[config.mk]
export PLATFORM = sky130hd
export DESIGN_NAME = preemptive_priority_scheduler
export DESIGN_NICKNAME = d
export VERILOG_FILES = /design/src/pps_pkg.sv /design/src/pps_ctrl.sv /design/src/pps_datapath.sv /design/src/preemptive_priority_scheduler.sv
export SDC_FILE = /design/constraint.sdc
export NUM_CORES = 1
export LEC_CHECK = 0
export BUFFER_PORTS_ARGS = -buffer_cell sky130_fd_sc_hd__buf_2
export CAP_MARGIN = 20
export CORE_MARGIN = 4
export CORE_UTILIZATION = 40
export DETAILED_ROUTE_END_ITERATION = 10
export PLACE_DENSITY_LB_ADDON = 0.25
export RECOVER_POWER = 50
export SYNTH_ARGS = -nofsm -noshare
export SYNTH_HDL_FRONTEND = slang
export SYNTH_SLANG_ARGS = --single-unit
[constraint.sdc]
create_clock -name clk -period 5 [get_ports clk]
set_clock_uncertainty 0.2 [all_clocks]
set_input_delay 0 -clock clk [delete_from_list [all_inputs] [get_ports clk]]
set_output_delay 0 -clock clk [all_outputs]
set_load 0.02 [all_outputs]
[src/pps_pkg.sv]
// Shared constants, codes and types of the preemptive priority scheduler.
package pps_pkg;

    localparam int MAX_PROCS = 16;
    localparam int IDX_W     = (MAX_PROCS > 1) ? $clog2(MAX_PROCS) : 1;
    localparam int CNT_W     = $clog2(MAX_PROCS + 1);
    localparam int TIME_W    = 16;
    localparam int BURST_W   = 16;
    localparam int PRI_W     = 8;
    localparam int PID_W     = 4;

    typedef enum logic {
        OP_LOAD = 1'b0,
        OP_TICK = 1'b1
    } op_t;

    typedef enum logic [1:0] {
        ST_IDLE,
        ST_SCAN,
        ST_UPDATE
    } state_t;

    typedef struct packed {
        logic             load;
        logic             rd_runner;
        logic             scan_first;
        logic             scan_eval;
        logic             update;
        logic [CNT_W-1:0] scan_cnt;
    } cmd_t;

    typedef struct packed {
        logic [CNT_W-1:0] entry_count;
    } status_t;

endpackage

[src/pps_ctrl.sv]
// Controller state machine that sequences loads, the entry scan and the tick update.
module pps_ctrl
    import pps_pkg::*;
(
    input  logic    clk,
    input  logic    rst_n,
    input  logic    start,
    input  logic    op,
    input  status_t status,
    output logic    busy,
    output cmd_t    cmd
);

    state_t           state_reg;
    state_t           state_next;
    logic [CNT_W-1:0] cnt_reg;
    logic [CNT_W-1:0] cnt_next;

    always_ff @(posedge clk or negedge rst_n)
    begin
        if (!rst_n)
        begin
            state_reg <= ST_IDLE;
            cnt_reg   <= '0;
        end
        else
        begin
            state_reg <= state_next;
            cnt_reg   <= cnt_next;
        end
    end

    always_comb
    begin
        state_next = state_reg;
        cnt_next   = cnt_reg;
        unique case (state_reg)
            ST_IDLE:
            begin
                cnt_next = '0;
                if (start && (op == OP_TICK))
                begin
                    state_next = ST_SCAN;
                end
            end
            ST_SCAN:
            begin
                cnt_next = cnt_reg + 1'b1;
                if (cnt_reg == status.entry_count)
                begin
                    state_next = ST_UPDATE;
                end
            end
            ST_UPDATE:
            begin
                state_next = ST_IDLE;
            end
            default:
            begin
                state_next = ST_IDLE;
            end
        endcase
    end

    always_comb
    begin
        busy           = 1'b1;
        cmd.load       = 1'b0;
        cmd.rd_runner  = 1'b0;
        cmd.scan_first = 1'b0;
        cmd.scan_eval  = 1'b0;
        cmd.update     = 1'b0;
        cmd.scan_cnt   = cnt_reg;
        unique case (state_reg)
            ST_IDLE:
            begin
                busy          = 1'b0;
                cmd.rd_runner = 1'b1;
                cmd.load      = start && (op == OP_LOAD);
            end
            ST_SCAN:
            begin
                cmd.scan_first = (cnt_reg == '0);
                cmd.scan_eval  = (cnt_reg != '0);
            end
            ST_UPDATE:
            begin
                cmd.update = 1'b1;
            end
            default:
            begin
                busy = 1'b1;
            end
        endcase
    end

    // The scan never walks past the loaded entries.
    assert property (@(posedge clk) disable iff (!rst_n)
        (state_reg == ST_SCAN) |-> (cnt_reg <= status.entry_count))
        else $error("scan counter ran past the entry count");

    // An accepted tick always starts a scan.
    assert property (@(posedge clk) disable iff (!rst_n)
        (!busy && start && (op == OP_TICK)) |=> (state_reg == ST_SCAN))
        else $error("accepted tick did not start a scan");

    // The update state is followed directly by idle.
    assert property (@(posedge clk) disable iff (!rst_n)
        (state_reg == ST_UPDATE) |=> (state_reg == ST_IDLE))
        else $error("update did not return to idle");

endmodule

[src/pps_datapath.sv]
// Datapath with the process stores, the best-candidate comparator and the result registers.
module pps_datapath
    import pps_pkg::*;
(
    input  logic               clk,
    input  logic               rst_n,
    input  cmd_t               cmd,
    input  logic [TIME_W-1:0]  arrival,
    input  logic [BURST_W-1:0] burst,
    input  logic [PRI_W-1:0]   priority_req,
    output status_t            status,
    output logic               result_valid,
    output logic [TIME_W-1:0]  tick_time,
    output logic               idle,
    output logic [PID_W-1:0]   process_id,
    output logic               finished
);

    logic [TIME_W-1:0]  arr_mem [MAX_PROCS];
    logic [BURST_W-1:0] rem_mem [MAX_PROCS];
    logic [PRI_W-1:0]   pri_mem [MAX_PROCS];

    logic [TIME_W-1:0]  rd_arr_reg;
    logic [BURST_W-1:0] rd_rem_reg;
    logic [PRI_W-1:0]   rd_pri_reg;

    logic [MAX_PROCS-1:0] done_reg;
    logic [CNT_W-1:0]     count_reg;
    logic [TIME_W-1:0]    time_reg;
    logic [IDX_W-1:0]     runner_idx_reg;
    logic                 runner_valid_reg;

    logic                 have_reg;
    logic                 fresh_reg;
    logic [IDX_W-1:0]     best_idx_reg;
    logic [TIME_W-1:0]    best_arr_reg;
    logic [BURST_W-1:0]   best_rem_reg;
    logic [PRI_W-1:0]     best_pri_reg;

    logic                 res_valid_reg;
    logic [TIME_W-1:0]    res_time_reg;
    logic                 res_idle_reg;
    logic [PID_W-1:0]     res_pid_reg;
    logic                 res_fin_reg;

    logic [IDX_W-1:0]     rd_addr;
    logic [IDX_W-1:0]     cand_idx;
    logic [IDX_W-1:0]     load_idx;
    logic                 load_ok;
    logic                 cand_elig;
    logic                 cand_beats;
    logic                 take;
    logic [BURST_W-1:0]   new_rem;

    assign load_idx = count_reg[IDX_W-1:0];
    assign load_ok  = cmd.load && (count_reg < CNT_W'(MAX_PROCS));
    assign rd_addr  = cmd.rd_runner ? runner_idx_reg : cmd.scan_cnt[IDX_W-1:0];
    assign cand_idx = cmd.scan_first ? runner_idx_reg
                                     : IDX_W'(cmd.scan_cnt - 1'b1);
    assign new_rem  = best_rem_reg - 1'b1;

    always_comb
    begin
        cand_elig = !done_reg[cand_idx] && (rd_arr_reg <= time_reg);
        if (cmd.scan_first)
        begin
            cand_elig = cand_elig && runner_valid_reg
                        && (CNT_W'(runner_idx_reg) < count_reg);
        end
    end

    always_comb
    begin
        if (rd_pri_reg != best_pri_reg)
        begin
            cand_beats = rd_pri_reg < best_pri_reg;
        end
        else if (fresh_reg)
        begin
            cand_beats = rd_arr_reg < best_arr_reg;
        end
        else
        begin
            cand_beats = (rd_arr_reg == best_arr_reg) && (rd_rem_reg < best_rem_reg);
        end
    end

    assign take = cmd.scan_first ? cand_elig
                : (cmd.scan_eval && cand_elig
                   && (!have_reg || ((cand_idx != best_idx_reg) && cand_beats)));

    always_ff @(posedge clk)
    begin
        if (load_ok)
        begin
            arr_mem[load_idx] <= arrival;
            rem_mem[load_idx] <= burst;
            pri_mem[load_idx] <= priority_req;
        end
        else if (cmd.update && have_reg)
        begin
            rem_mem[best_idx_reg] <= new_rem;
        end
        rd_arr_reg <= arr_mem[rd_addr];
        rd_rem_reg <= rem_mem[rd_addr];
        rd_pri_reg <= pri_mem[rd_addr];
    end

    always_ff @(posedge clk)
    begin
        if (take)
        begin
            best_idx_reg <= cand_idx;
            best_arr_reg <= rd_arr_reg;
            best_rem_reg <= rd_rem_reg;
            best_pri_reg <= rd_pri_reg;
        end
        if (cmd.update)
        begin
            res_time_reg <= time_reg;
            res_idle_reg <= !have_reg;
            res_pid_reg  <= have_reg ? PID_W'(best_idx_reg) : '0;
            res_fin_reg  <= have_reg && (new_rem == '0);
        end
    end

    always_ff @(posedge clk or negedge rst_n)
    begin
        if (!rst_n)
        begin
            done_reg         <= '0;
            count_reg        <= '0;
            time_reg         <= '0;
            runner_idx_reg   <= '0;
            runner_valid_reg <= 1'b0;
            have_reg         <= 1'b0;
            fresh_reg        <= 1'b1;
            res_valid_reg    <= 1'b0;
        end
        else
        begin
            res_valid_reg <= cmd.update;
            if (load_ok)
            begin
                done_reg[load_idx] <= (burst == '0);
                count_reg          <= count_reg + 1'b1;
            end
            if (cmd.scan_first)
            begin
                have_reg  <= cand_elig;
                fresh_reg <= !cand_elig;
            end
            else if (take)
            begin
                have_reg <= 1'b1;
            end
            if (cmd.update)
            begin
                time_reg <= time_reg + 1'b1;
                if (have_reg && (new_rem != '0))
                begin
                    runner_valid_reg <= 1'b1;
                    runner_idx_reg   <= best_idx_reg;
                end
                else
                begin
                    runner_valid_reg <= 1'b0;
                end
                if (have_reg && (new_rem == '0))
                begin
                    done_reg[best_idx_reg] <= 1'b1;
                end
            end
        end
    end

    assign status.entry_count = count_reg;
    assign result_valid       = res_valid_reg;
    assign tick_time          = res_time_reg;
    assign idle               = res_idle_reg;
    assign process_id         = res_pid_reg;
    assign finished           = res_fin_reg;

    // The table never holds more entries than it has room for.
    assert property (@(posedge clk) disable iff (!rst_n)
        count_reg <= CNT_W'(MAX_PROCS))
        else $error("entry count exceeds capacity");

    // A held runner always points at a loaded, unfinished entry.
    assert property (@(posedge clk) disable iff (!rst_n)
        runner_valid_reg |-> ((CNT_W'(runner_idx_reg) < count_reg)
                              && !done_reg[runner_idx_reg]))
        else $error("runner points at an invalid entry");

    // Every update produces exactly one result word in the next cycle.
    assert property (@(posedge clk) disable iff (!rst_n)
        cmd.update |=> (result_valid && (tick_time == $past(time_reg))))
        else $error("update did not produce its result word");

endmodule

[src/preemptive_priority_scheduler.sv]
// Top level of the preemptive priority scheduler: controller plus datapath.
// A load word is taken only while idle and busy stays low; it gives no result.
// A tick word first checks the held runner, then scans the entries one by one through the
// single comparator and store read port, and ends with an update of the chosen entry.
// The result word is strobed by result_valid for one cycle, right after the update cycle.
// Reset is asynchronous and active low; it empties the table and clears time and runner.
module preemptive_priority_scheduler
    import pps_pkg::*;
(
    input  logic               clk,
    input  logic               rst_n,
    input  logic               start,
    output logic               busy,
    input  logic               op,
    input  logic [TIME_W-1:0]  arrival,
    input  logic [BURST_W-1:0] burst,
    input  logic [PRI_W-1:0]   priority_req,
    output logic               result_valid,
    output logic [TIME_W-1:0]  tick_time,
    output logic               idle,
    output logic [PID_W-1:0]   process_id,
    output logic               finished
);

    cmd_t    cmd;
    status_t status;

    pps_ctrl u_ctrl (
        .clk    (clk),
        .rst_n  (rst_n),
        .start  (start),
        .op     (op),
        .status (status),
        .busy   (busy),
        .cmd    (cmd)
    );

    pps_datapath u_datapath (
        .clk          (clk),
        .rst_n        (rst_n),
        .cmd          (cmd),
        .arrival      (arrival),
        .burst        (burst),
        .priority_req (priority_req),
        .status       (status),
        .result_valid (result_valid),
        .tick_time    (tick_time),
        .idle         (idle),
        .process_id   (process_id),
        .finished     (finished)
    );

endmodule
# ---- Yosys cells after proc, flatten, opt, wreduce, memory -nomap -nowiden
# Memories as Yosys holds them, arrays and structs flattened. A register that Yosys moved wholly into a read port is not among the register bits.
# Index checks and enable logic that the tools add are counted.
dict set report word_totals {
  reg_bits 118
  ram_bits 640
  out_inout_bits 24
  elab_cells 112
  mem_count 3
}
dict set report op_classes {
  n_addsub 5
  magnitude_cmp 11
  n_eq_ne 8
  mux 35
  bitwise_logic 2
  reduce_logical 30
}
# name depth word_bits rd rd_ports_with_merged_regs wr line
set mem_list {}
lappend mem_list {u_datapath.arr_mem 16 16 1 1 1 pps_datapath.sv:19} ;# logic [TIME_W-1:0] arr_mem [MAX_PROCS];
lappend mem_list {u_datapath.rem_mem 16 16 1 1 1 pps_datapath.sv:20} ;# logic [BURST_W-1:0] rem_mem [MAX_PROCS];
lappend mem_list {u_datapath.pri_mem 16 8 1 1 1 pps_datapath.sv:21} ;# logic [PRI_W-1:0] pri_mem [MAX_PROCS];
# operator n
set op_table {}
lappend op_table {{16-bit two-way mux} 4}
lappend op_table {{16-bit zero test} 2}
lappend op_table {{16-bit < comparator} 2}
lappend op_table {{1-bit two-way mux} 18}
lappend op_table {{16-bit by 1-bit adder with 16-bit output (second input constant)} 1}
lappend op_table {{16-bit bitwise mux} 1}
lappend op_table {{16-bit equality test} 1}
lappend op_table {{16-bit less-or-equal comparator} 1}
lappend op_table {{16-bit bitwise OR} 1}
lappend op_table {{16-bit nonzero test} 1}
lappend op_table {{16-bit OR reduction} 1}
lappend op_table {{16-bit by 1-bit subtractor with 16-bit output (second input constant)} 1}
lappend op_table {{1-bit logical AND} 15}
lappend op_table {{4-bit by 5-bit < comparator with 1-bit output (second input constant)} 3}
lappend op_table {{4-bit two-way mux} 3}
lappend op_table {{5-bit by 1-bit adder with 5-bit output (second input constant)} 2}
lappend op_table {{5-bit case mux with 2 select lines} 1}
lappend op_table {{1-bit demux with 4-bit select} 2}
lappend op_table {{4-bit by 1-bit >= comparator with 1-bit output (second input constant)} 2}
lappend op_table {{8-bit < comparator} 1}
lappend op_table {{2-bit two-way mux} 4}
lappend op_table {{8-bit != test} 1}
lappend op_table {{5-bit equality test} 1}
lappend op_table {{5-bit zero test} 1}
lappend op_table {{16 further kinds} 21}

# ---- Longest topological paths before layout
# Gate-level depths: netlist of run 1.
dict set report logic_depth {
  ltp_word 15
  depth_mapped 12
  mapped_depth_nobuf 11
}

# ---- Cells and area by module
# Synthesis of run 1 repeated with hierarchy kept, for this count alone.
dict set report hier_totals {
  hier_cells 1790
  area_unflattened_um2 32208.4
}
# module instances cells_each area_per_inst_um2
set by_module_without_submodules {}
lappend by_module_without_submodules {pps_datapath 1 1741 31761.7}
lappend by_module_without_submodules {pps_ctrl 1 49 446.7}

# ---- Least setup slack after synthesis of run 1
# No wires, ideal clock.
dict set report synth_timing {
  path_kind {register -> register}
  start {register u_ctrl.cnt_reg[0]}
  end {register u_datapath.best_arr_reg[0] (enable)}
  setup_ps 460
  arrival_time_ps 4517
  required_time_ps 4340
  slack_ps -177
  stages_incl_launch_ff 13
  path_buffers 1
  period_less_slack_ps 5177
  cell_sequence {dfrtp_1 clkbuf_1 inv_1 ha_1 nor3b_1 a21oi_1 nor2_1 inv_2 o311ai_0 a211oi_1 and4bb_1 nand4_1 a21oi_1}
}
dict set report synth_via {
  elab_chain_cells 13
}
# element line
set synth_lines {}
lappend synth_lines {{start: declaration} pps_ctrl.sv:16} ;# logic [CNT_W-1:0] cnt_reg;
lappend synth_lines {{start signal: assignment} pps_ctrl.sv:29} ;# cnt_reg <= cnt_next;
lappend synth_lines {{parallel branches: the longest is 2 deep, another holds 4-bit by 1-bit subtractor with 4-bit output} n/a}
lappend synth_lines {{4-bit two-way mux *} pps_datapath.sv:58} ;# assign cand_idx = cmd.scan_first ? runner_idx_reg
lappend synth_lines {{net u_datapath.cand_idx[1]} pps_datapath.sv:47} ;# logic [IDX_W-1:0] cand_idx;
lappend synth_lines {{1-bit binary-select mux with 4-bit select} pps_datapath.sv:64} ;# cand_elig = !done_reg[cand_idx] && (rd_arr_reg <= time_reg);
lappend synth_lines {{1-bit two-way mux (not written as such)} pps_datapath.sv:64}
lappend synth_lines {{1-bit zero test} pps_datapath.sv:64}
lappend synth_lines {{1-bit logical AND} pps_datapath.sv:64}
lappend synth_lines {{1-bit logical AND} pps_datapath.sv:67} ;# cand_elig = cand_elig && runner_valid_reg
lappend synth_lines {{1-bit logical AND} pps_datapath.sv:68} ;# && (CNT_W'(runner_idx_reg) < count_reg);
lappend synth_lines {{1-bit two-way mux} pps_datapath.sv:65} ;# if (cmd.scan_first)
lappend synth_lines {{1-bit logical AND} pps_datapath.sv:89} ;# : (cmd.scan_eval && cand_elig
lappend synth_lines {{1-bit logical AND} pps_datapath.sv:90} ;# && (!have_reg || ((cand_idx != best_idx_reg) && cand_beats)));
lappend synth_lines {{1-bit two-way mux *} pps_datapath.sv:88} ;# assign take = cmd.scan_first ? cand_elig
lappend synth_lines {{net u_datapath.take} pps_datapath.sv:52} ;# logic take;
lappend synth_lines {{end signal: assignment} pps_datapath.sv:114} ;# best_arr_reg <= rd_arr_reg;
lappend synth_lines {{end: declaration} pps_datapath.sv:36} ;# logic [TIME_W-1:0] best_arr_reg;
# Mark *: on every way through the listed nets, which the timed path passes. The select of a mux whose other input is x is not followed.
# A chain may end at the register's enable or synchronous reset.

# ---- Worst setup path after layout of run 1
dict set report layout_timing {
  start {register u_ctrl.state_reg[0]}
  end {memory u_datapath.rem_mem[15][10] (enable)}
}
dict set report layout_via {
  elab_chain_cells 8
}
# element line
set layout_lines {}
lappend layout_lines {{start: declaration} pps_ctrl.sv:14} ;# state_t state_reg;
lappend layout_lines {{start signal: assignment} pps_ctrl.sv:28} ;# state_reg <= state_next;
lappend layout_lines {{2-bit equality test} pps_ctrl.sv:74} ;# unique case (state_reg)
lappend layout_lines {{1-bit two-way mux} pps_ctrl.sv:74}
lappend layout_lines {{1-bit logical AND} pps_datapath.sv:100} ;# else if (cmd.update && have_reg)
lappend layout_lines {{1-bit two-way mux} pps_datapath.sv:100}
lappend layout_lines {{1-bit two-way mux} pps_datapath.sv:94} ;# if (load_ok)
lappend layout_lines {{1-bit two-way mux (not written as such)} pps_datapath.sv:102} ;# rem_mem[best_idx_reg] <= new_rem;
lappend layout_lines {{16-bit OR reduction (no line)} n/a}
lappend layout_lines {{4-bit two-way mux (no line) or 1-bit two-way mux (tied branches)} n/a}
lappend layout_lines {{end: declaration} pps_datapath.sv:20}
# Parallel ways exist; a longest one is shown, timed or not.

==> flow_metrics.py, run 1 <==
metrics = {
    "cells_and_area": {
        "area_growth_pct": 16.6,
        "antenna_cells": 0,
        "final_nets": 2113,
        "largestRegisters": "u_datapath.arr_mem x256, u_datapath.rem_mem x256, u_datapath.pri_mem x128",
        "final_common_cell": "edfxtp_1",
        "drive_gt1_share_pct": 20.5,
        "mostFrequentLayoutCells": "edfxtp_1, mux4_2, nand2_1",
        "fin_util_pct": 47.3,
    },
    "detailed_routing": {
        "drc_errors": 0,
        "firstDrtPassIters": 6,
        "ant_nets": 0,
        "drt_iter0_drc": 1442,
        "num_vias": 17100,
        "detail_route.wl_per_cell_um": 24.3,
        "viasPerCell": 5.46,
        "wirelength_um": 76000,
    },
    "outcome": {
        "violations": "max-capacitance violations, max-slew violations",
        "status": "finished, violations left",
    },
    "critical_path": {
        "cp_slowest_cell": "nor2_1",
        "cp_max_fo": 21,
        "path_cells": "nor2_1 -> inv_1 -> nor4b_1 -> buf_4 -> and3_1 -> a31oi_1 -> nor2_2 -> buf_12",
        "crit_arrival_ps": 4200,
        "max_stage_delay_ps": 770,
        "startpoint_type": "register",
        "worstPathRequired_ps": 5140,
        "setup.worst_path.class": "register to register",
        "worstSetupEndpointType": "register",
    },
    "timing": {
        "hold_violations": 0,
        "fin_tns_setup_ps": 0,
        "min_period_over_period_pct": 81.2,
        "rsz0062_at_grt": "no",
        "finalCriticalPeriod_ps": 4060,
        "max_slew.worst_pin.slew_ps": 2960,
        "max_freq_ghz": 0.246,
        "maxSlewHeadroom_pct": -97.6,
        "final-setup-viol-count": 0,
        "layout_setup_ws_ps": 939,
        "drv_slew": 89,
    },
    "yosys": {
        "ys_warn_count": 0,
        "synth_nets": 1928,
        "synth-seq-area-share_pct": 72.4,
        "syn_area_per_cell_um2": 17.7,
        "synthFlopType": "edfxtp_1",
        "synth_edf_count": 706,
        "synth.distinct_cells": 70,
        "synthArstFlopShare_pct": 6.52,
        "synthCells": 1816,
        "ys_ff_latch": 798,
        "synth_area_mm2": 0.0322,
    },
    "global_route": {
        "grt_pass1_vias": 17800,
        "grt_max_degree": 91,
        "grt-ovfl-total": 0,
        "grt_pass1_wl_um": 115000,
        "grt_antenna_before_repair": 1,
        "grt_usage_pct": 17.9,
    },
    "placed_design": {
        "globalplace.congestion": 0.863,
        "dp_worst_setup_slack_ps": 1170,
        "hpwl_um": 44200,
        "portBuffers": 67,
    },
    "power_and_ir_drop": {
        "p_leak_nw": 12.8,
        "power.total_w": 0.0197,
        "powerDensity_mw_per_mm2": 524,
        "vdd_drop_max_mv": 0.285,
    },
    "hold_path": {
        "hold_path.class": "input port to register",
    },
    "clock_network": {
        "ctsHoldBuffers": 45,
        "clock_sinks": 798,
        "numCtsBuffers": 84,
        "cts.repair.resized": 0,
        "path_clk_slew_ps": 60,
        "tritoncts": "built",
        "post_cts_buffers": 0,
        "clk_latency_ps": 640,
        "h-tree-depth": 3,
        "root_buffer": "clkbuf_16",
        "cts_buffer_depth": 3,
    },
    "die": {
        "rows": 103,
        "die_h_um": 292,
        "die_w_um": 292,
        "coreArea_mm2": 0.0794,
        "start_util_pct": 40.6,
        "die-area_mm2": 0.0851,
        "ios": 68,
    },
    "run": {
        "max_cap_viol_count": 2,
    },
}
layer usage:
layer / up-vias / GRT usage, % / wire, um
met3: 109 / 2.72 / 4080
met5: - / 0 / 7
met1: 8910 / 25.6 / 34100
met4: 2 / 4.99 / 1610
li1: 7541 / - / -
met2: 492 / 28.7 / 36100
synth_stat cells, types with 5 or more instances:
library cell | n | share of area [%]
edfxtp_1 | 706 | 66
mux4_2 | 160 | 11
nand2_1 | 135 | 1.6
inv_1 | 70 | 0.82
ha_1 | 68 | 2.6
clkbuf_1 | 52 | 0.61
dfrtp_1 | 51 | 4.0
nor2_1 | 50 | 0.58
a31oi_1 | 47 | 0.91
and2_1 | 44 | 0.85
a211oi_1 | 43 | 1.0
dfxtp_1 | 40 | 2.5
xnor2_1 | 35 | 0.95
a21oi_1 | 34 | 0.53
o21ai_0 | 34 | 0.53
mux2i_1 | 23 | 0.71
buf_2 | 20 | 0.31
nand3_1 | 19 | 0.30
nand4_1 | 16 | 0.31
nor3_1 | 16 | 0.25
and3_1 | 15 | 0.29
a21o_1 | 14 | 0.33
o21ai_1 | 12 | 0.19
nor4_1 | 9 | 0.17
nor2b_1 | 8 | 0.16
xor2_1 | 8 | 0.22
o21a_1 | 7 | 0.16
nand2b_1 | 6 | 0.12
buf_1 | 5 | 0.058
nor3b_1 | 5 | 0.12
report_power, final:
part | switching (W) | leakage (nW) | internal (W)
combinational | 0.00256 | 4.00 | 0.00219
sequential | 0.000517 | 7.33 | 0.00794
clock | 0.00258 | 1.42 | 0.00389
total | 0.00566 | 12.8 | 0.0140
critical path, delay by kind of cell, from the launching register on:
family | cells | cell delay, ps
and+or+nand+nor | 4 | 2110
buffers and inverters | 3 | 820
DFF | 1 | 530
AOI/OAI and AO/OA | 1 | 110
layout make-up:
class,instances,area [um^2]
clock inverters,46,613
flip-flops and latches,798,23300
repair buffers,178,1320
inverters,71,267
fillers,6759,41800
multi-input cells,868,8430
well taps,1050,1310
clock buffers,110,2300
cell families (layout without fill, tap and decap cells):
kind of cell / after synthesis / after routing / synth area share (%)
adders and majority gates: 68 / 68 / 2.64
and+or+nand+nor: 348 / 348 / 5.47
muxes: 186 / 186 / 12.0
AOI/OAI and AO/OA: 222 / 222 / 4.44
xor gates and xnor gates: 44 / 44 / 1.22
DFF: 798 / 798 / 72.4
buffers and inverters: 150 / 405 / 1.85
per-stage QoR:
| stage | hold WS (ps) | area [um^2] | instances |
|---|---|---|---|
| 3_5_place_dp | -19.0 | 34300 | 2918 |
| 4_1_cts | 61.4 | 37700 | 3119 |
| 6_report | 236 | 37500 | 3121 |
| 2_1_floorplan | -496 | 32200 | 1816 |
| 5_1_grt | 257 | 37500 | 3121 |
| 3_3_place_gp | -38.8 | 34300 | 2918 |
worst paths after layout:
check                      slack, ps                                       to  depth (start not counted)                             start
max                              940     u_datapath.rem_mem[15][10]$_DFFE_PP_                          8   u_ctrl.state_reg[0]$_DFFE_PN0P_
min                              240       u_datapath.arr_mem[1][8]$_DFFE_PP_                          2                        arrival[8]
max reg2reg                      940     u_datapath.rem_mem[15][10]$_DFFE_PP_                          8   u_ctrl.state_reg[0]$_DFFE_PN0P_
min reg2reg                      250     u_datapath.best_pri_reg[7]$_DFFE_PP_                          0  u_datapath.rd_pri_reg[7]$_DFF_P_
max in group asynchronous       1600  u_datapath.runner_valid_reg$_DFFE_PN0P_                          4                             rst_n
min in group asynchronous       1290      u_datapath.time_reg[11]$_DFFE_PN0P_                          4                             rst_n
No activity file was read; power rests on OpenSTA's default activity.
==> inputs of run 2 (changes only) <==
- clock period: 5 -> 3.8 ns (I/O delays scaled with it)
==> flow_metrics.py, run 2 (same netlist as run 1, synthesis figures left out) <==
metrics = {
    "global_route": {
        "grt_antenna_before_repair": 3,
        "grt_max_degree": 81,
        "grt_usage_pct": 17.7,
        "grt_pass1_wl_um": 114000,
        "grt_pass1_vias": 17600,
        "grt-ovfl-total": 0,
    },
    "power_and_ir_drop": {
        "powerDensity_mw_per_mm2": 681,
        "p_leak_nw": 12.8,
        "vdd_drop_max_mv": 0.382,
    },
    "clock_network": {
        "h-tree-depth": 3,
        "numCtsBuffers": 80,
        "cts_buffer_depth": 3,
        "cts.repair.resized": 0,
        "clk_latency_ps": 640,
        "post_cts_buffers": 0,
        "clock_sinks": 798,
        "path_clk_slew_ps": 60,
        "root_buffer": "clkbuf_16",
        "tritoncts": "built",
    },
    "hold_path": {
        "hold_end": "u_datapath.arr_mem[1][0]$_DFFE_PP_",
        "hold_path.class": "input port to register",
        "worstHoldStart": "arrival[0]",
        "holdPathStages": 2,
    },
    "timing": {
        "final-setup-viol-count": 0,
        "hold_violations": 0,
        "min_period_over_period_pct": 91.6,
        "max_freq_ghz": 0.287,
        "fin_tns_setup_ps": 0,
        "max_slew.worst_pin.slew_ps": 2010,
        "maxSlewHeadroom_pct": -33.8,
        "drv_slew": 35,
        "rsz0062_at_grt": "no",
        "finalCriticalPeriod_ps": 3480,
    },
    "cells_and_area": {
        "mostFrequentLayoutCells": "edfxtp_1, mux4_2, nand2_1",
        "drive_gt1_share_pct": 20.5,
        "largestRegisters": "u_datapath.arr_mem x256, u_datapath.rem_mem x256, u_datapath.pri_mem x128",
        "area_growth_pct": 17.3,
        "final_nets": 2132,
        "final_common_cell": "edfxtp_1",
        "finalNonFillerCells": 3141,
    },
    "critical_path": {
        "worstPathRequired_ps": 3920,
        "startpoint_type": "register",
        "r2r-end": "u_datapath.best_pri_reg[2]$_DFFE_PP_",
        "cp_slowest_cell": "or3b_1",
        "worstSetupEndpointType": "register",
        "crit_path_frequent_cell": "a211oi_1",
        "path_cells": "inv_1 -> ha_1 -> or3b_1 -> nor3_2 -> nor2_1 -> a211oi_1 -> a211oi_1 -> and4bb_1 -> nand4_1 -> a21oi_4 -> buf_12",
        "critPathLaunch": "u_ctrl.cnt_reg[0]$_DFFE_PN0P_",
        "max_stage_delay_ps": 450,
        "r2r_slack_ps": 320,
        "reg2reg_from": "u_ctrl.cnt_reg[0]$_DFFE_PN0P_",
        "cp_max_fo": 24,
        "setup.worst_path.class": "register to register",
        "rr_worst_depth": 11,
        "crit_arrival_ps": 3600,
    },
    "detailed_routing": {
        "num_vias": 17200,
        "wirelength_um": 75800,
        "detail_route.wl_per_cell_um": 24.1,
        "viasPerCell": 5.47,
        "drc_errors": 0,
        "drt_iter0_drc": 1553,
        "ant_nets": 0,
        "firstDrtPassIters": 5,
    },
    "die": {
        "die_w_um": 292,
        "die_h_um": 292,
        "ios": 68,
        "die-area_mm2": 0.0851,
        "start_util_pct": 40.6,
        "rows": 103,
        "coreArea_mm2": 0.0794,
    },
    "outcome": {
        "violations": "max-capacitance violations, max-slew violations",
        "status": "finished, violations left",
    },
    "placed_design": {
        "portBuffers": 67,
        "globalplace.congestion": 0.830,
        "hpwl_um": 43900,
        "dpl.cell_count": 2942,
    },
    "run": {
        "max_cap_viol_count": 1,
    },
}
[run 2: area by class of cell]
cell class	instances	area [um^2]
sequential	798	23300
timing repair buffer	201	1700
clock inverter	39	537
inverter	71	267
multi-input combinational	868	8440
antenna	3	7.51
clock buffer	111	2200
fill	6679	41600
tap	1050	1310
[run 2: what timing repair did]
action | 4_1_cts | 5_1_grt
hold endpoints to repair | 691 | 0
hold buffers | 46 | 0
setup endpoints to repair | 0 | 0
[run 2: power by group]
group          leakage (nW)  switching (W)  internal, W
registers              7.33       0.000663       0.0104
clock network          1.33        0.00332      0.00478
logic                  4.16        0.00346      0.00307
total                  12.8        0.00744       0.0183
[run 2: stage by stage]
step	total power, W	worst slack (ps)	util, %	area [um^2]	hold WS (ps)
after detailed placement	0.0179	411	43.8	34700	-236
after global placement	0.0178	484	43.8	34700	-243
final	0.0257	319	47.6	37800	214
after global routing	0.0270	85.6	47.6	37800	246
after floorplan	0.0156	-187	-	32200	-496
after CTS	0.0261	361	47.8	37900	50.5
[run 2: worst max-delay path by stage]
stage | endpoint | slack [ps] | cells past startpoint
global placement | u_datapath.best_pri_reg[4]$_DFFE_PP_ | 480 | 12
floorplan | u_datapath.done_reg[11]$_DFF_PN0_ | -190 | 8
finish | u_datapath.best_pri_reg[2]$_DFFE_PP_ | 320 | 11
global route | u_datapath.rem_mem[3][3]$_DFFE_PP_ | 90 | 9
detailed placement | u_datapath.best_pri_reg[5]$_DFFE_PP_ | 410 | 11
CTS | u_datapath.best_pri_reg[6]$_DFFE_PP_ | 360 | 11
[run 2: critical path, delay by kind of cell, from the launching register on]
family / cells / cell delay (ps)
simple gates: 5 / 1420
compound gates: 3 / 670
flops: 1 / 380
buf+inv: 2 / 320
fa+ha+maj: 1 / 160
[run 2: metal layers]
metal / share of wire (%) / GRT usage (%)
met1: 45 / 25.7
met2: 47 / 28.0
met3: 5.8 / 2.81
met4: 2.2 / 5.20
met5: 0.017 / 0
